## src/rtl/core/orls_pkg.sv

```systemverilog
// Package for the occluding rectangle list splitter.
// Holds payload widths, status codes and the controller/datapath command
// and status bundles. No dependencies.
package orls_pkg;

   localparam int FIELD_BITS  = 16;
   localparam int TAG_BITS    = 5;
   localparam int STATUS_BITS = 2;

   // Per-item status codes
   localparam logic [STATUS_BITS-1:0] STATUS_STORED  = 2'd0;
   localparam logic [STATUS_BITS-1:0] STATUS_EMPTY   = 2'd1;
   localparam logic [STATUS_BITS-1:0] STATUS_DROPPED = 2'd2;

   // Commands from controller to datapath
   typedef struct packed {
      logic load;       // latch the new rectangle, clear per-item counters
      logic scan_rd;    // read the table entry at the scan index
      logic scan_ev;    // test overlap, free the hit slot, latch the old edges
      logic scan_next;  // advance the scan index
      logic piece_do;   // place or drop the current piece
      logic dec_do;     // lower the owner count, log a release when it reaches zero
      logic new_do;     // store the new rectangle, or log its tag as released when no slot is free
      logic emit_rd;    // read the release log
      logic emit_ld;    // load one result into the output register
   } orls_cmd_type;

   // Status from datapath to controller
   typedef struct packed {
      logic empty;
      logic scan_valid;
      logic scan_last;
      logic hit;
      logic piece_last;
      logic out_free;
      logic rel_last;
   } orls_sts_type;

endpackage

```

## src/rtl/core/orls_if.sv

```systemverilog
// Handshake interfaces for the request and response channels.
// Depends on orls_pkg for the field widths.
interface orls_req_if;
   import orls_pkg::*;

   logic                         valid;
   logic                         ready;
   logic signed [FIELD_BITS-1:0] rect_top;
   logic signed [FIELD_BITS-1:0] rect_left;
   logic signed [FIELD_BITS-1:0] rect_bottom;
   logic signed [FIELD_BITS-1:0] rect_right;
   logic [TAG_BITS-1:0]          owner_tag;

   modport source (output valid, rect_top, rect_left, rect_bottom, rect_right, owner_tag,
                   input ready);
   modport sink (input valid, rect_top, rect_left, rect_bottom, rect_right, owner_tag,
                 output ready);
endinterface

interface orls_rsp_if;
   import orls_pkg::*;

   logic                   valid;
   logic                   ready;
   logic [TAG_BITS-1:0]    released_tag;
   logic                   release_valid;
   logic                   last_item;
   logic [STATUS_BITS-1:0] status;

   modport source (output valid, released_tag, release_valid, last_item, status,
                   input ready);
   modport sink (input valid, released_tag, release_valid, last_item, status,
                 output ready);
endinterface

```

## src/rtl/core/orls_ram.sv

```systemverilog
// Generic single-write, single-read RAM with registered read data.
// No dependencies.
module orls_ram #(
   parameter int WIDTH = 8,
   parameter int DEPTH = 32
) (
   input  logic                     clock,
   input  logic                     wr_en,
   input  logic [$clog2(DEPTH)-1:0] wr_addr,
   input  logic [WIDTH-1:0]         wr_data,
   input  logic                     rd_en,
   input  logic [$clog2(DEPTH)-1:0] rd_addr,
   output logic [WIDTH-1:0]         rd_data
);
   logic [WIDTH-1:0] mem [DEPTH];
   logic [WIDTH-1:0] rd_data_ff;

   // Write port
   always_ff @(posedge clock) begin
      if (wr_en) begin
         mem[wr_addr] <= wr_data;
      end
   end

   // Registered read, held while not enabled
   always_ff @(posedge clock) begin
      if (rd_en) begin
         rd_data_ff <= mem[rd_addr];
      end
   end

   assign rd_data = rd_data_ff;
endmodule

```

## src/rtl/core/orls_ctrl.sv

```systemverilog
// Controller state machine for the rectangle list splitter.
// Depends on orls_pkg for the command and status bundles.
module orls_ctrl (
   input  logic                  clock,
   input  logic                  reset,
   input  logic                  req_valid,
   output logic                  req_ready,
   input  orls_pkg::orls_sts_type sts,
   output orls_pkg::orls_cmd_type cmd
);
   import orls_pkg::*;

   typedef enum logic [8:0] {
      S_IDLE    = 9'b000000001,
      S_CHECK   = 9'b000000010,
      S_SCAN    = 9'b000000100,
      S_EVAL    = 9'b000001000,
      S_PIECE   = 9'b000010000,
      S_DEC     = 9'b000100000,
      S_NEW     = 9'b001000000,
      S_EMIT_RD = 9'b010000000,
      S_EMIT_LD = 9'b100000000
   } state_type;

   state_type state_ff, state_in;

   assign req_ready = (state_ff == S_IDLE);

   // Next state and commands
   always_comb begin
      state_in = state_ff;
      cmd      = '0;
      unique case (state_ff)
         S_IDLE: begin
            if (req_valid) begin
               cmd.load = 1'b1;
               state_in = S_CHECK;
            end
         end
         S_CHECK: begin
            state_in = sts.empty ? S_EMIT_LD : S_SCAN;
         end
         S_SCAN: begin
            if (sts.scan_valid) begin
               cmd.scan_rd = 1'b1;
               state_in    = S_EVAL;
            end else if (sts.scan_last) begin
               state_in = S_NEW;
            end else begin
               cmd.scan_next = 1'b1;
            end
         end
         S_EVAL: begin
            cmd.scan_ev = 1'b1;
            if (sts.hit) begin
               state_in = S_PIECE;
            end else if (sts.scan_last) begin
               state_in = S_NEW;
            end else begin
               cmd.scan_next = 1'b1;
               state_in      = S_SCAN;
            end
         end
         S_PIECE: begin
            cmd.piece_do = 1'b1;
            if (sts.piece_last) begin
               state_in = S_DEC;
            end
         end
         S_DEC: begin
            cmd.dec_do = 1'b1;
            if (sts.scan_last) begin
               state_in = S_NEW;
            end else begin
               cmd.scan_next = 1'b1;
               state_in      = S_SCAN;
            end
         end
         S_NEW: begin
            cmd.new_do = 1'b1;
            state_in   = S_EMIT_RD;
         end
         S_EMIT_RD: begin
            cmd.emit_rd = 1'b1;
            state_in    = S_EMIT_LD;
         end
         S_EMIT_LD: begin
            if (sts.out_free) begin
               cmd.emit_ld = 1'b1;
               state_in    = sts.rel_last ? S_IDLE : S_EMIT_RD;
            end
         end
         default: begin
            state_in = S_IDLE;
         end
      endcase
   end

   always_ff @(posedge clock) begin
      if (reset) begin
         state_ff <= S_IDLE;
      end else begin
         state_ff <= state_in;
      end
   end
endmodule

```

## src/rtl/core/orls_dp.sv

```systemverilog
// Datapath: rectangle table, owner counts, release log and output register.
// Depends on orls_pkg and orls_ram.
module orls_dp #(
   parameter int RECT_SLOTS = 32,
   parameter int TAG_SLOTS  = 32,
   parameter int COORD_BITS = 16
) (
   input  logic                                      clock,
   input  logic                                      reset,
   input  orls_pkg::orls_cmd_type                    cmd,
   output orls_pkg::orls_sts_type                    sts,
   input  logic signed [orls_pkg::FIELD_BITS-1:0]    req_top,
   input  logic signed [orls_pkg::FIELD_BITS-1:0]    req_left,
   input  logic signed [orls_pkg::FIELD_BITS-1:0]    req_bottom,
   input  logic signed [orls_pkg::FIELD_BITS-1:0]    req_right,
   input  logic [orls_pkg::TAG_BITS-1:0]             req_tag,
   input  logic                                      rsp_ready,
   output logic                                      rsp_valid,
   output logic [orls_pkg::TAG_BITS-1:0]             rsp_tag,
   output logic                                      rsp_rel_valid,
   output logic                                      rsp_last,
   output logic [orls_pkg::STATUS_BITS-1:0]          rsp_status
);
   import orls_pkg::*;

   localparam int SLOT_W  = $clog2(RECT_SLOTS);
   localparam int FREE_W  = $clog2(RECT_SLOTS + 1);
   localparam int REL_D   = RECT_SLOTS + 1;
   localparam int REL_AW  = $clog2(REL_D);
   localparam int REL_CW  = $clog2(REL_D + 1);
   localparam int REF_W   = $clog2(RECT_SLOTS + 2);
   localparam int TIDX_W  = $clog2(TAG_SLOTS);
   localparam int ENTRY_W = 4 * COORD_BITS + TAG_BITS;
   localparam int RED_W   = TAG_BITS + 1;

   // Fold a tag onto the count table by repeated subtraction
   function automatic logic [TIDX_W-1:0] tag_fold(input logic [TAG_BITS-1:0] tag);
      logic [RED_W-1:0] r;
      r = RED_W'(tag);
      for (int s = 0; s < 8; s++) begin
         if (32'(r) >= TAG_SLOTS) begin
            r = r - RED_W'(TAG_SLOTS);
         end
      end
      return TIDX_W'(r);
   endfunction

   // New rectangle and item state
   logic signed [COORD_BITS-1:0] nr_top_ff, nr_left_ff, nr_bottom_ff, nr_right_ff;
   logic [TAG_BITS-1:0]          tag_ff;
   logic [SLOT_W-1:0]            idx_ff;
   logic                         dropped_ff;
   logic [REL_CW-1:0]            rel_cnt_ff;
   logic [REL_CW-1:0]            emit_ff;

   // Overlapped entry being split
   logic signed [COORD_BITS-1:0] old_top_ff, old_left_ff, old_bottom_ff, old_right_ff;
   logic [TAG_BITS-1:0]          own_ff;
   logic [3:0]                   mask_ff;
   logic [1:0]                   k_ff;

   // Table bookkeeping
   logic [RECT_SLOTS-1:0] valid_ff;
   logic [FREE_W-1:0]     free_ff;
   logic [REF_W-1:0]      refs_ff [TAG_SLOTS];

   // Output register
   logic                   rsp_valid_ff;
   logic [TAG_BITS-1:0]    rsp_tag_ff;
   logic                   rsp_rel_ff;
   logic                   rsp_last_ff;
   logic [STATUS_BITS-1:0] rsp_status_ff;

   // Memories
   logic                 ent_wr_en;
   logic [SLOT_W-1:0]    ent_wr_addr;
   logic [ENTRY_W-1:0]   ent_wr_data;
   logic [ENTRY_W-1:0]   ent_rd_data;
   logic                 rel_wr_en;
   logic [TAG_BITS-1:0]  rel_wr_data;
   logic [TAG_BITS-1:0]  rel_rd_data;

   orls_ram #(.WIDTH(ENTRY_W), .DEPTH(RECT_SLOTS)) u_entry_ram (
      .clock   (clock),
      .wr_en   (ent_wr_en),
      .wr_addr (ent_wr_addr),
      .wr_data (ent_wr_data),
      .rd_en   (cmd.scan_rd),
      .rd_addr (idx_ff),
      .rd_data (ent_rd_data)
   );

   orls_ram #(.WIDTH(TAG_BITS), .DEPTH(REL_D)) u_rel_ram (
      .clock   (clock),
      .wr_en   (rel_wr_en),
      .wr_addr (rel_cnt_ff[REL_AW-1:0]),
      .wr_data (rel_wr_data),
      .rd_en   (cmd.emit_rd),
      .rd_addr (emit_ff[REL_AW-1:0]),
      .rd_data (rel_rd_data)
   );

   // Unpack the entry just read
   logic signed [COORD_BITS-1:0] rd_top, rd_left, rd_bottom, rd_right;
   logic [TAG_BITS-1:0]          rd_own;
   assign rd_right  = $signed(ent_rd_data[COORD_BITS-1:0]);
   assign rd_bottom = $signed(ent_rd_data[2*COORD_BITS-1:COORD_BITS]);
   assign rd_left   = $signed(ent_rd_data[3*COORD_BITS-1:2*COORD_BITS]);
   assign rd_top    = $signed(ent_rd_data[4*COORD_BITS-1:3*COORD_BITS]);
   assign rd_own    = ent_rd_data[ENTRY_W-1:4*COORD_BITS];

   logic hit;
   assign hit = (rd_left < nr_right_ff) && (rd_right > nr_left_ff) &&
                (rd_top < nr_bottom_ff) && (rd_bottom > nr_top_ff);

   // Lowest free slot
   logic [SLOT_W-1:0] low_free;
   always_comb begin
      low_free = '0;
      for (int i = RECT_SLOTS - 1; i >= 0; i--) begin
         if (!valid_ff[i]) begin
            low_free = SLOT_W'(i);
         end
      end
   end

   // Current piece edges: top, bottom, left, right strips in that order
   logic signed [COORD_BITS-1:0] mid_top, mid_bottom;
   logic signed [COORD_BITS-1:0] pc_top, pc_left, pc_bottom, pc_right;
   assign mid_top    = (old_top_ff > nr_top_ff) ? old_top_ff : nr_top_ff;
   assign mid_bottom = (old_bottom_ff < nr_bottom_ff) ? old_bottom_ff : nr_bottom_ff;
   always_comb begin
      unique case (k_ff)
         2'd0: begin
            pc_top = old_top_ff; pc_left = old_left_ff;
            pc_bottom = nr_top_ff; pc_right = old_right_ff;
         end
         2'd1: begin
            pc_top = nr_bottom_ff; pc_left = old_left_ff;
            pc_bottom = old_bottom_ff; pc_right = old_right_ff;
         end
         2'd2: begin
            pc_top = mid_top; pc_left = old_left_ff;
            pc_bottom = mid_bottom; pc_right = nr_left_ff;
         end
         default: begin
            pc_top = mid_top; pc_left = nr_right_ff;
            pc_bottom = mid_bottom; pc_right = old_right_ff;
         end
      endcase
   end

   logic [TIDX_W-1:0] own_idx, tag_idx;
   logic [REF_W-1:0]  own_ref, own_dec;
   logic              place_piece, place_new;
   assign own_idx     = tag_fold(own_ff);
   assign tag_idx     = tag_fold(tag_ff);
   assign own_ref     = refs_ff[own_idx];
   assign own_dec     = (own_ref != '0) ? own_ref - 1'b1 : '0;
   assign place_piece = cmd.piece_do && mask_ff[k_ff] && (free_ff >= FREE_W'(2));
   assign place_new   = cmd.new_do && (free_ff != '0);

   // Table write mux
   always_comb begin
      ent_wr_en   = place_piece || place_new;
      ent_wr_addr = low_free;
      if (cmd.new_do) begin
         ent_wr_data = {tag_ff, nr_top_ff, nr_left_ff, nr_bottom_ff, nr_right_ff};
      end else begin
         ent_wr_data = {own_ff, pc_top, pc_left, pc_bottom, pc_right};
      end
   end

   // Release log write
   always_comb begin
      rel_wr_en   = (cmd.dec_do && own_dec == '0) || (cmd.new_do && !place_new);
      rel_wr_data = cmd.new_do ? tag_ff : own_ff;
   end

   // Latch the new rectangle and step through the item
   always_ff @(posedge clock) begin
      if (cmd.load) begin
         nr_top_ff    <= COORD_BITS'(req_top);
         nr_left_ff   <= COORD_BITS'(req_left);
         nr_bottom_ff <= COORD_BITS'(req_bottom);
         nr_right_ff  <= COORD_BITS'(req_right);
         tag_ff       <= req_tag;
      end
      if (cmd.scan_ev && hit) begin
         old_top_ff    <= rd_top;
         old_left_ff   <= rd_left;
         old_bottom_ff <= rd_bottom;
         old_right_ff  <= rd_right;
         own_ff        <= rd_own;
         mask_ff       <= {rd_right > nr_right_ff, rd_left < nr_left_ff,
                           rd_bottom > nr_bottom_ff, rd_top < nr_top_ff};
      end
   end

   // Per-item counters
   always_ff @(posedge clock) begin
      if (reset) begin
         idx_ff     <= '0;
         k_ff       <= '0;
         dropped_ff <= 1'b0;
         rel_cnt_ff <= '0;
         emit_ff    <= '0;
      end else begin
         if (cmd.load) begin
            idx_ff     <= '0;
            dropped_ff <= 1'b0;
            rel_cnt_ff <= '0;
            emit_ff    <= '0;
         end
         if (cmd.scan_next) begin
            idx_ff <= idx_ff + 1'b1;
         end
         if (cmd.scan_ev) begin
            k_ff <= '0;
         end
         if (cmd.piece_do) begin
            k_ff <= k_ff + 1'b1;
            if (mask_ff[k_ff] && !place_piece) begin
               dropped_ff <= 1'b1;
            end
         end
         if (cmd.new_do && !place_new) begin
            dropped_ff <= 1'b1;
         end
         if (rel_wr_en) begin
            rel_cnt_ff <= rel_cnt_ff + 1'b1;
         end
         if (cmd.emit_ld) begin
            emit_ff <= emit_ff + 1'b1;
         end
      end
   end

   // Valid bits and free count
   always_ff @(posedge clock) begin
      if (reset) begin
         valid_ff <= '0;
         free_ff  <= FREE_W'(RECT_SLOTS);
      end else if (cmd.scan_ev && hit) begin
         valid_ff[idx_ff] <= 1'b0;
         free_ff          <= free_ff + 1'b1;
      end else if (ent_wr_en) begin
         valid_ff[low_free] <= 1'b1;
         free_ff            <= free_ff - 1'b1;
      end
   end

   // Owner counts
   always_ff @(posedge clock) begin
      if (reset) begin
         for (int t = 0; t < TAG_SLOTS; t++) begin
            refs_ff[t] <= '0;
         end
      end else if (place_piece) begin
         refs_ff[own_idx] <= own_ref + 1'b1;
      end else if (cmd.dec_do) begin
         refs_ff[own_idx] <= own_dec;
      end else if (cmd.new_do) begin
         refs_ff[tag_idx] <= place_new ? REF_W'(1) : '0;
      end
   end

   // Output register: load one result, drop it once taken
   logic rel_none, rel_last;
   assign rel_none = (rel_cnt_ff == '0);
   assign rel_last = rel_none || (emit_ff == rel_cnt_ff - 1'b1);

   always_ff @(posedge clock) begin
      if (reset) begin
         rsp_valid_ff <= 1'b0;
      end else if (cmd.emit_ld) begin
         rsp_valid_ff <= 1'b1;
      end else if (rsp_ready) begin
         rsp_valid_ff <= 1'b0;
      end
   end

   always_ff @(posedge clock) begin
      if (cmd.emit_ld) begin
         rsp_tag_ff  <= rel_none ? '0 : rel_rd_data;
         rsp_rel_ff  <= !rel_none;
         rsp_last_ff <= rel_last;
         if (sts.empty) begin
            rsp_status_ff <= STATUS_EMPTY;
         end else begin
            rsp_status_ff <= dropped_ff ? STATUS_DROPPED : STATUS_STORED;
         end
      end
   end

   assign rsp_valid     = rsp_valid_ff;
   assign rsp_tag       = rsp_tag_ff;
   assign rsp_rel_valid = rsp_rel_ff;
   assign rsp_last      = rsp_last_ff;
   assign rsp_status    = rsp_status_ff;

   // Status to the controller
   always_comb begin
      sts.empty      = (nr_left_ff >= nr_right_ff) || (nr_top_ff >= nr_bottom_ff);
      sts.scan_valid = valid_ff[idx_ff];
      sts.scan_last  = (idx_ff == SLOT_W'(RECT_SLOTS - 1));
      sts.hit        = hit;
      sts.piece_last = (k_ff == 2'd3);
      sts.out_free   = !rsp_valid_ff || rsp_ready;
      sts.rel_last   = rel_last;
   end
endmodule

```

## src/rtl/core/occluding_rect_list_splitter.sv

```systemverilog
// Occluding rectangle list splitter, top level.
// Depends on orls_pkg, orls_if, orls_ctrl, orls_dp and orls_ram.
//
// Request channel (req_chan): one item is a rectangle (top/left inclusive,
// bottom/right exclusive) and its owner tag. The block takes one item at a
// time; req_chan.ready is high only while no item is in flight.
// Response channel (rsp_chan): one item per released tag, or a single item
// with release_valid low when nothing was released; last_item marks the
// final item of a request and all items of a request carry the same status.
// Steps: latch and check, then a scan over the table slots; each overlapped
// slot adds four piece steps and the count update; then the new rectangle
// is stored and the response items are emitted. An empty rectangle skips
// the scan and the store. With 32 slots an item releases up to 33 tags.
// Reset (synchronous, active high) clears the table valid bits, the owner
// counts and the output valid flag; table contents need no clearing pass.
// A stalled response holds in the output register; the block waits and the
// next request is taken once the last response item has been loaded.
module occluding_rect_list_splitter #(
   parameter int RECT_SLOTS = 32,
   parameter int TAG_SLOTS  = 32,
   parameter int COORD_BITS = 16
) (
   input  logic       clock,
   input  logic       reset,
   orls_req_if.sink   req_chan,
   orls_rsp_if.source rsp_chan
);
   import orls_pkg::*;

   orls_cmd_type cmd;
   orls_sts_type sts;

   orls_ctrl u_ctrl (
      .clock     (clock),
      .reset     (reset),
      .req_valid (req_chan.valid),
      .req_ready (req_chan.ready),
      .sts       (sts),
      .cmd       (cmd)
   );

   orls_dp #(
      .RECT_SLOTS (RECT_SLOTS),
      .TAG_SLOTS  (TAG_SLOTS),
      .COORD_BITS (COORD_BITS)
   ) u_dp (
      .clock         (clock),
      .reset         (reset),
      .cmd           (cmd),
      .sts           (sts),
      .req_top       (req_chan.rect_top),
      .req_left      (req_chan.rect_left),
      .req_bottom    (req_chan.rect_bottom),
      .req_right     (req_chan.rect_right),
      .req_tag       (req_chan.owner_tag),
      .rsp_ready     (rsp_chan.ready),
      .rsp_valid     (rsp_chan.valid),
      .rsp_tag       (rsp_chan.released_tag),
      .rsp_rel_valid (rsp_chan.release_valid),
      .rsp_last      (rsp_chan.last_item),
      .rsp_status    (rsp_chan.status)
   );

`ifndef SYNTH
   // Block is ready after reset
   a_ready_after_reset: assert property (@(posedge clock)
      reset |=> req_chan.ready)
      else $error("not ready after reset");

   // Accepting an item closes the request side
   a_busy_after_accept: assert property (@(posedge clock) disable iff (reset)
      (req_chan.valid && req_chan.ready) |=> !req_chan.ready)
      else $error("ready stayed high after accept");

   // Piece and new-rectangle writes never coincide
   a_one_writer: assert property (@(posedge clock) disable iff (reset)
      !(cmd.piece_do && cmd.new_do))
      else $error("two table writers in one cycle");

   // A response item is loaded only into a free output register
   a_load_free: assert property (@(posedge clock) disable iff (reset)
      cmd.emit_ld |-> sts.out_free)
      else $error("response overwritten");
`endif
endmodule
```

## src/flat_wrapper.sv

```systemverilog
// flat-port wrapper written by rule: the top's interface ports become plain ports
module occluding_rect_list_splitter_flat import orls_pkg::*;
#(
   parameter int RECT_SLOTS = 32,
   parameter int TAG_SLOTS  = 32,
   parameter int COORD_BITS = 16
)
  (clock, reset, req_chan_valid, req_chan_rect_top, req_chan_rect_left, req_chan_rect_bottom, req_chan_rect_right, req_chan_owner_tag, req_chan_ready, rsp_chan_valid, rsp_chan_released_tag, rsp_chan_release_valid, rsp_chan_last_item, rsp_chan_status, rsp_chan_ready);
  orls_req_if req_chan_i ();
  orls_rsp_if rsp_chan_i ();
  input  logic clock;
  input  logic reset;
  input wire logic [$bits(req_chan_i.valid)-1:0] req_chan_valid;
  input wire logic [$bits(req_chan_i.rect_top)-1:0] req_chan_rect_top;
  input wire logic [$bits(req_chan_i.rect_left)-1:0] req_chan_rect_left;
  input wire logic [$bits(req_chan_i.rect_bottom)-1:0] req_chan_rect_bottom;
  input wire logic [$bits(req_chan_i.rect_right)-1:0] req_chan_rect_right;
  input wire logic [$bits(req_chan_i.owner_tag)-1:0] req_chan_owner_tag;
  output wire logic [$bits(req_chan_i.ready)-1:0] req_chan_ready;
  output wire logic [$bits(rsp_chan_i.valid)-1:0] rsp_chan_valid;
  output wire logic [$bits(rsp_chan_i.released_tag)-1:0] rsp_chan_released_tag;
  output wire logic [$bits(rsp_chan_i.release_valid)-1:0] rsp_chan_release_valid;
  output wire logic [$bits(rsp_chan_i.last_item)-1:0] rsp_chan_last_item;
  output wire logic [$bits(rsp_chan_i.status)-1:0] rsp_chan_status;
  input wire logic [$bits(rsp_chan_i.ready)-1:0] rsp_chan_ready;
  assign req_chan_i.valid = req_chan_valid;
  assign req_chan_i.rect_top = req_chan_rect_top;
  assign req_chan_i.rect_left = req_chan_rect_left;
  assign req_chan_i.rect_bottom = req_chan_rect_bottom;
  assign req_chan_i.rect_right = req_chan_rect_right;
  assign req_chan_i.owner_tag = req_chan_owner_tag;
  assign req_chan_ready = req_chan_i.ready;
  assign rsp_chan_valid = rsp_chan_i.valid;
  assign rsp_chan_released_tag = rsp_chan_i.released_tag;
  assign rsp_chan_release_valid = rsp_chan_i.release_valid;
  assign rsp_chan_last_item = rsp_chan_i.last_item;
  assign rsp_chan_status = rsp_chan_i.status;
  assign rsp_chan_i.ready = rsp_chan_ready;
  occluding_rect_list_splitter #(.RECT_SLOTS(RECT_SLOTS), .TAG_SLOTS(TAG_SLOTS), .COORD_BITS(COORD_BITS)) u_core (.clock(clock), .reset(reset), .req_chan(req_chan_i), .rsp_chan(rsp_chan_i));
endmodule
```

## config.mk

```make
export PLATFORM = sky130hd
export DESIGN_NAME = occluding_rect_list_splitter_flat
export DESIGN_NICKNAME = d
export VERILOG_FILES = /design/src/rtl/core/orls_pkg.sv /design/src/rtl/core/orls_if.sv /design/src/rtl/core/orls_ram.sv /design/src/rtl/core/orls_ctrl.sv /design/src/rtl/core/orls_dp.sv /design/src/rtl/core/occluding_rect_list_splitter.sv /design/src/flat_wrapper.sv
export SDC_FILE = /design/constraint.sdc
export NUM_CORES = 2
export LEC_CHECK = 0
export ABC_CLOCK_PERIOD_IN_PS = 7800
export BUFFER_PORTS_ARGS = -buffer_cell sky130_fd_sc_hd__buf_4
export CAP_MARGIN = 20
export CORE_ASPECT_RATIO = 0.6
export CORE_MARGIN = 2
export CORE_UTILIZATION = 40
export CTS_BUF_LIST = sky130_fd_sc_hd__clkbuf_16
export CTS_CLUSTER_SIZE = 25
export DETAILED_ROUTE_END_ITERATION = 8
export GPL_ROUTABILITY_DRIVEN = 0
export PLACE_DENSITY_LB_ADDON = 0.12
export SETUP_SLACK_MARGIN = 0.1
export SYNTH_ARGS = -nofsm -noshare
export SYNTH_HDL_FRONTEND = slang
export SYNTH_SLANG_ARGS = --single-unit
```

## constraint.sdc

```tcl
create_clock -name clock -period 7.8 [get_ports clock]
set_clock_uncertainty 0.2 [all_clocks]
set_input_delay 0.78 -clock clock [delete_from_list [all_inputs] [get_ports clock]]
set_output_delay 0.78 -clock clock [all_outputs]
set_load 0.03 [all_outputs]
```

# ---- Word level (Yosys, flattened, before mapping)
# Memories as Yosys holds them, arrays and structs flattened. A register that Yosys moved wholly into a read port is not among the register bits.
# Cells that the tools add are included.
dict set report totals {
  wordCells 231
  out_inout_bits 11
  inputBits 73
  ram_bits 2565
  mem_bits_ro 0
  latch_bits 0
  n_memories 3
  regBits 219
}
dict set report classes {
  n_mux 119
  n_eq_ne 18
  n_addsub 9
  reduce_logical 36
  n_mul 0
  div_mod_pow 0
  bitwise 4
  order_cmp 18
  shift 0
}
# memory depth word_bits read_ports rd_clocked_by_memory_dff wr line_no
set mem_list {}
lappend mem_list {u_core.u_dp.u_entry_ram.mem 32 69 1 1 1 orls_ram.sv:15} ;# logic [WIDTH-1:0] mem [DEPTH];
lappend mem_list {u_core.u_dp.refs_ff 32 6 1 1 32 orls_dp.sv:65} ;# logic [REF_W-1:0] refs_ff [TAG_SLOTS];
lappend mem_list {u_core.u_dp.u_rel_ram.mem 33 5 1 1 1 orls_ram.sv:15}
# op n
set op_table {}
lappend op_table {{$mux 5} 38}
lappend op_table {{$pmux 9 s9} 1}
lappend op_table {{$gt 16x16->1} 5}
lappend op_table {{$lt 16x16->1} 5}
lappend op_table {{$mux 69} 1}
lappend op_table {{$mux 16} 4}
lappend op_table {{$mux 32} 2}
lappend op_table {{$pmux 16 s2} 2}
lappend op_table {{$mux 6} 9}
lappend op_table {{$mux 9} 6}
lappend op_table {{$mux 1} 45}
lappend op_table {{$and 32x32->32} 1}
lappend op_table {{$ge 16x16->1} 2}
lappend op_table {{$not 32->32} 1}
lappend op_table {{$or 32x32->32} 1}
lappend op_table {{$add 6x1->6 const B} 4}
lappend op_table {{$sub 6x1->6 const B} 3}
lappend op_table {{$mux 7} 2}
lappend op_table {{$logic_and 1x1->1} 12}
lappend op_table {{$logic_not 6->1} 2}
lappend op_table {{$lt 5x6->1 const B} 2}
lappend op_table {{$reduce_bool 2->1} 6}
lappend op_table {{$reduce_bool 6->1} 2}
lappend op_table {{$reduce_or 6->1} 2}
lappend op_table {{other kinds (33)} 46}

# ---- Depth between registers and ports, before layout
dict set report logic_depth {
  word_depth 39
  ltp_mapped 18
  mapped_depth_nobuf 18
}

# ---- Cells and area by module
# Synthesis repeated with hierarchy kept, for this count alone.
dict set report hier_totals {
  cells_unflattened 6036
  area_unflattened_um2 117209.9
}
# module area_per_inst_um2 seq_area_each_um2 cells_per_inst n_inst
set modules_own_cells {}
lappend modules_own_cells {{orls_ram (u_core.u_dp.u_entry_ram)} 85799.8 68375.6 3331 1}
lappend modules_own_cells {orls_dp 23911.7 11581.1 2236 1}
lappend modules_own_cells {{orls_ram (u_core.u_dp.u_rel_ram)} 6849.1 5104.9 391 1}
lappend modules_own_cells {orls_ctrl 649.4 180.2 78 1}

# ---- Least setup slack after synthesis
# No wires, ideal clock.
dict set report synth_timing {
  path_kind {register to register}
  from {register u_core.u_ctrl.state_ff[1]}
  to {memory u_core.u_dp.u_entry_ram.mem[4][0] in the netlist's numbering (enable)}
  path_stages_with_launch 12
  n_path_buf 2
  arrival_time_ps 5048
  period_less_slack_ps 5746
  required_ps 7102
  path_slack_ps 2054
  setup_time_ps 498
  path_cell_list {dfxtp_1 > clkbuf_1 > or3_1 > nor2_1 > nand3_1 > nor2b_1 > nand2_1 > nand2_1 > nand2_1 > or3_1 > clkbuf_1 > nor2_1}
}
dict set report synth_between {
  elab_chain_cells 7
  elab_cells_between_ends 10
  classes_between {eq/ne: 2; mux: 4; reduce/logical: 4}
}
# element line_no
set synth_rtl {}
lappend synth_rtl {{start, declared} orls_ctrl.sv:25} ;# state_type state_ff, state_in;
lappend synth_rtl {{start signal, assigned} orls_ctrl.sv:103} ;# state_ff <= state_in;
lappend synth_rtl {{$eq 9x5->1} orls_ctrl.sv:33} ;# unique case (state_ff)
lappend synth_rtl {{$mux 1} orls_ctrl.sv:33}
lappend synth_rtl {{$logic_and 1x1->1 (2 in series)} orls_dp.sv:160} ;# assign place_piece = cmd.piece_do && mask_ff[k_ff] && (free_ff >= FREE_W'(2));
lappend synth_rtl {{$logic_or 1x1->1 (*)} orls_dp.sv:165} ;# ent_wr_en = place_piece || place_new;
lappend synth_rtl {{$mux 1 (*)} orls_ram.sv:20} ;# if (wr_en) begin
lappend synth_rtl {{$mux 1 (not written as such) (*)} orls_ram.sv:21} ;# mem[wr_addr] <= wr_data;
lappend synth_rtl {{end, declared} orls_ram.sv:15}
# Every way passes the cells marked *; elsewhere a longest branch is shown, timed or not.

# ---- Worst setup path in the final report
dict set report layout_timing {
  from {register u_core.u_dp.nr_top_ff[15]}
  to {register u_core.u_dp.valid_ff[6]}
}
dict set report layout_between {
  elab_chain_cells 4
  elab_cells_between_ends 5
  classes_between {order compare: 1; mux: 1; reduce/logical: 3}
}
# element line_no
set layout_rtl {}
lappend layout_rtl {{start, declared} orls_dp.sv:49} ;# logic signed [COORD_BITS-1:0] nr_top_ff, nr_left_ff, nr_bottom_ff, nr_right_ff;
lappend layout_rtl {{start signal, assigned} orls_dp.sv:183} ;# nr_top_ff <= COORD_BITS'(req_top);
lappend layout_rtl {{$gt 16x16->1 (*)} orls_dp.sv:114} ;# (rd_top < nr_bottom_ff) && (rd_bottom > nr_top_ff);
lappend layout_rtl {{$logic_and 1x1->1 (*)} orls_dp.sv:114}
lappend layout_rtl {{$logic_and 1x1->1 (*)} orls_dp.sv:244} ;# end else if (cmd.scan_ev && hit) begin
lappend layout_rtl {{$mux 32 or $reduce_bool 2->1 (tied branches)} --}
lappend layout_rtl {{end signal, assigned} orls_dp.sv:242} ;# valid_ff <= '0;
lappend layout_rtl {{end signal, assigned by index} orls_dp.sv:245} ;# valid_ff[idx_ff] <= 1'b0;
lappend layout_rtl {{end signal, assigned by index} orls_dp.sv:248} ;# valid_ff[low_free] <= 1'b1;
lappend layout_rtl {{end, declared} orls_dp.sv:63} ;# logic [RECT_SLOTS-1:0] valid_ff;
# Marked as above.
# A chain may end at the register's enable or synchronous reset.

==> impl_results.md <==
- R2r startpoint: u_core.u_dp.nr_top_ff[15]$_DFFE_PP_
- Max-cap viol count: 0
- CTS tree: done
- Status: complete, no violations
- FF-to-FF path depth: 14
- Worst hold slack: 0.2774 ns
- Hold Path Class: flop to flop
- Area Growth Syn to Fin: 13.62%
- Final Hold Viols: 0
- Flops & latches, synth: 2,863
- Final net count: 6,482
- Avg Cell Area, Syn: 19.42 sq um
- Die Ht: 419.0 microns
- TritonRoute pass-1 iters: 7
- Hold_sp: u_core.u_dp.dropped_ff$_SDFF_PP0_
- Synth Flop Type: edfxtp_1
- Final period utilization: 72.92%
- Required time of the worst setup path: 8.26 ns
- Vias in the first global route: 59,490
- GRT overflow: 0
- Clock Pin Slew Worst Setup and Hold Paths: 0.06 ns
- Data arrival, critical path: 6.15 ns
- Cts repair resizes: 0
- Layout cell share with drive strength beyond 1: 21.88%
- DP Area: 121,100 sq um
- Total CTS buffers: 274
- Total track usage: 23.25%
- Hold depth: 2
- Core area: 285,700 sq um
- Die area: 291,400 sq um
- DR DRC count: 0
- Synth async-reset ratio: 0%
- Hold EP: u_core.u_dp.dropped_ff$_SDFF_PP0_
- Slowest stage delay, CP: 0.73 ns
- Worst path slowest cell: a21oi_1
- Yosys warns: 0
- CTS sink cnt: 2,863
- Final slew viol count: 0
- # rows: 152
- Leakage: 40.91 nW
- Die X: 695.6 microns
- Root Driver: clkbuf_16
- # setup viols final: 0
- Post-CTS Setup Inserts: 0
- First-pass GRT wire length: 478,700 microns
- Post-synth EDFFs: 2,790
- Mapped Area: 114,800 sq um
- Fin Setup TNS: 0 ns
- Least-Margin Pin Slew: 1.144 ns
- Final HPWL DP: 194,100 microns
- IO buf count: 83
- CP Capture Type: flop
- Worst slew margin: 23.76%
- Tot Pwr: 0.03150 W
- Routed Antenna Nets: 0
- Wire length per cell: 33.44 microns
- FF-to-FF End: u_core.u_dp.valid_ff[6]$_SDFFE_PP0P_
- Crit path launch type: flop
- Ports: 84
- Initial antenna violation count: 17
- Detailed Route Iter0 Violations: 8,657
- Vias per cell: 5.996
- Critical path class: flop to flop
- Crit path max fanout: 46
- Synth Net Count: 6,190
- Largest net degree at the start of global routing: 125
- Sequential element share of the synthesized area: 74.26%
- Initial core utilization: 40.18%
- Achievable Freq: 175.8 MHz
- Htree depth: 5
- Library cells used by synthesis: 82
- Flop2flop setup slack: 2.11 ns
- Max Root-Sink Buffers: 4
- RSZ-0062 raised after global routing: no
- Pwr per Cell Area: 241.5 nW/um^2
- Cell Chain, Critical Path: inv_1 > ha_1 > or3b_1 > nor2_1 > a221oi_1 > o211ai_1 > a21oi_1 > nand4b_1 > nor3_1 > nand2_1 > inv_4 > nand2_1 > o21ai_0 > a21oi_1
- Vias: 61,480
- Mapped Cells: 5,911
- Routed Wire Length: 342,900 microns
- Peak VDD IR: 184.4 uV
- Design Area, Final: 130,400 sq um
- Clk_lat worst skew: 0.87 ns
- Tmin final: 5.688 ns
registers in the layout, summed over array words and instances, names as in the netlist, 32 cells and up, named ones only:
signal	count
u_core.u_dp.u_entry_ram.rd_data	69
u_core.u_dp.valid_ff	32
u_core.u_dp.u_rel_ram.mem	165
u_core.u_dp.u_entry_ram.mem	2208
u_core.u_dp.refs_ff	192
repair_timing:
item,4_1_cts,5_1_grt
hold buffers,70,0
hold endpoints to repair,70,0
endpoints found under the setup margin,0,0
worst max-delay path: cells and delay by family (launching register included):
family	cells	cell delay, ns
AND/OR/NAND/NOR	6	1.87
AO/OA/AOI/OAI	5	1.62
adder cells (fa/ha/maj)	1	0.46
buffers and inverters	2	0.80
flip-flops	1	0.46
kinds of logic after synthesis:
group / after synthesis / share of synthesized area [%]
compound gates: 729 / 4.415
xor+xnor: 15 / 0.1144
fa+ha+maj: 206 / 2.252
buf+inv: 436 / 1.477
flops: 2863 / 74.26
mux: 751 / 13.70
simple gates: 911 / 3.784
synth_stat cells (all sizes together) (51+ instances only):
library cell  instances  share of area (%)
nor3                 51               0.23
nor2                326                1.1
nand3                56               0.25
mux4                654                 13
nand4               113               0.62
dfxtp                73                1.3
buf                  94               0.36
nand2               205               0.67
o21ai               110               0.48
mux2i                88               0.78
a21o                 53               0.35
edfxtp             2790                 73
ha                  205                2.2
inv                 133               0.43
a22oi               317                2.1
clkbuf              208               0.68
a21oi                89               0.39
layout make-up:
class	count	area, sq um
Antenna cell	1	2.502
Timing Repair Buffer	318	2918
Tap cell	3850	4817
Inverter	134	596.8
Sequential cell	2863	85260
Multi-Input combinational cell	2612	28420
Clock buffer	284	7107
Fill cell	24200	155200
Clock inverter	192	1308
how the worst max path moves through the flow:
stage	to	slack (ns)	start
finish	u_core.u_dp.valid_ff[6]$_SDFFE_PP0P_	2.11	u_core.u_dp.nr_top_ff[15]$_DFFE_PP_
CTS	u_core.u_dp.free_ff[5]$_SDFFE_PP1P_	2.18	u_core.u_dp.nr_top_ff[15]$_DFFE_PP_
floorplan	u_core.u_dp.u_entry_ram.mem[4][0]$_DFFE_PP_	2.05	u_core.u_ctrl.state_ff[1]$_SDFFE_PP0P_
global placement	u_core.u_dp.free_ff[5]$_SDFFE_PP1P_	2.15	u_core.u_dp.nr_top_ff[15]$_DFFE_PP_
detailed placement	u_core.u_dp.free_ff[5]$_SDFFE_PP1P_	2.21	u_core.u_dp.nr_top_ff[15]$_DFFE_PP_
global route	u_core.u_dp.u_rel_ram.mem[16][0]$_DFFE_PP_	2.01	flop
power breakdown:
group / switching (W) / total [W] / internal (W)
logic: 0.000922 / 0.00139 / 0.000470
clock network: 0.00584 / 0.0130 / 0.00713
registers: 0.000150 / 0.0171 / 0.0170
total: 0.00691 / 0.0315 / 0.0246
cells in the final DEF (no fill, tap or decap), drive strengths merged, types with 13 or more instances in the layout:
cell / n
a21o: 53
a21oi: 89
a221o: 17
a22oi: 317
a31oi: 16
and2: 16
buf: 247
bufinv: 16
clkbuf: 285
clkinv: 111
dfxtp: 73
dlygate4sd3: 70
edfxtp: 2790
ha: 205
inv: 195
mux2i: 88
mux4: 654
nand2: 205
nand2b: 27
nand3: 56
nand4: 113
nor2: 326
nor2b: 23
nor3: 51
o211ai: 23
o21a: 22
o21ai: 110
o2bb2ai: 16
or2: 13
or3: 24
routing by layer:
metal,global-route usage (%),vias up,wire [microns]
li1,-,25030,-
met1,38.27,33200,165000
met2,32.44,2870,144300
met3,4.005,385,28100
met4,3.914,0,5559
met5,0,-,0
stage by stage:
step	setup WS, ns	utilization, %	cells
after global routing	2.008	45.66	10250
after CTS	2.182	45.59	10240
after detailed placement	2.212	42.40	9696
after floorplan	2.054	-	5911
after global placement	2.153	42.38	9693
final	2.112	45.66	10250
No activity file was read; power rests on OpenSTA's default activity.
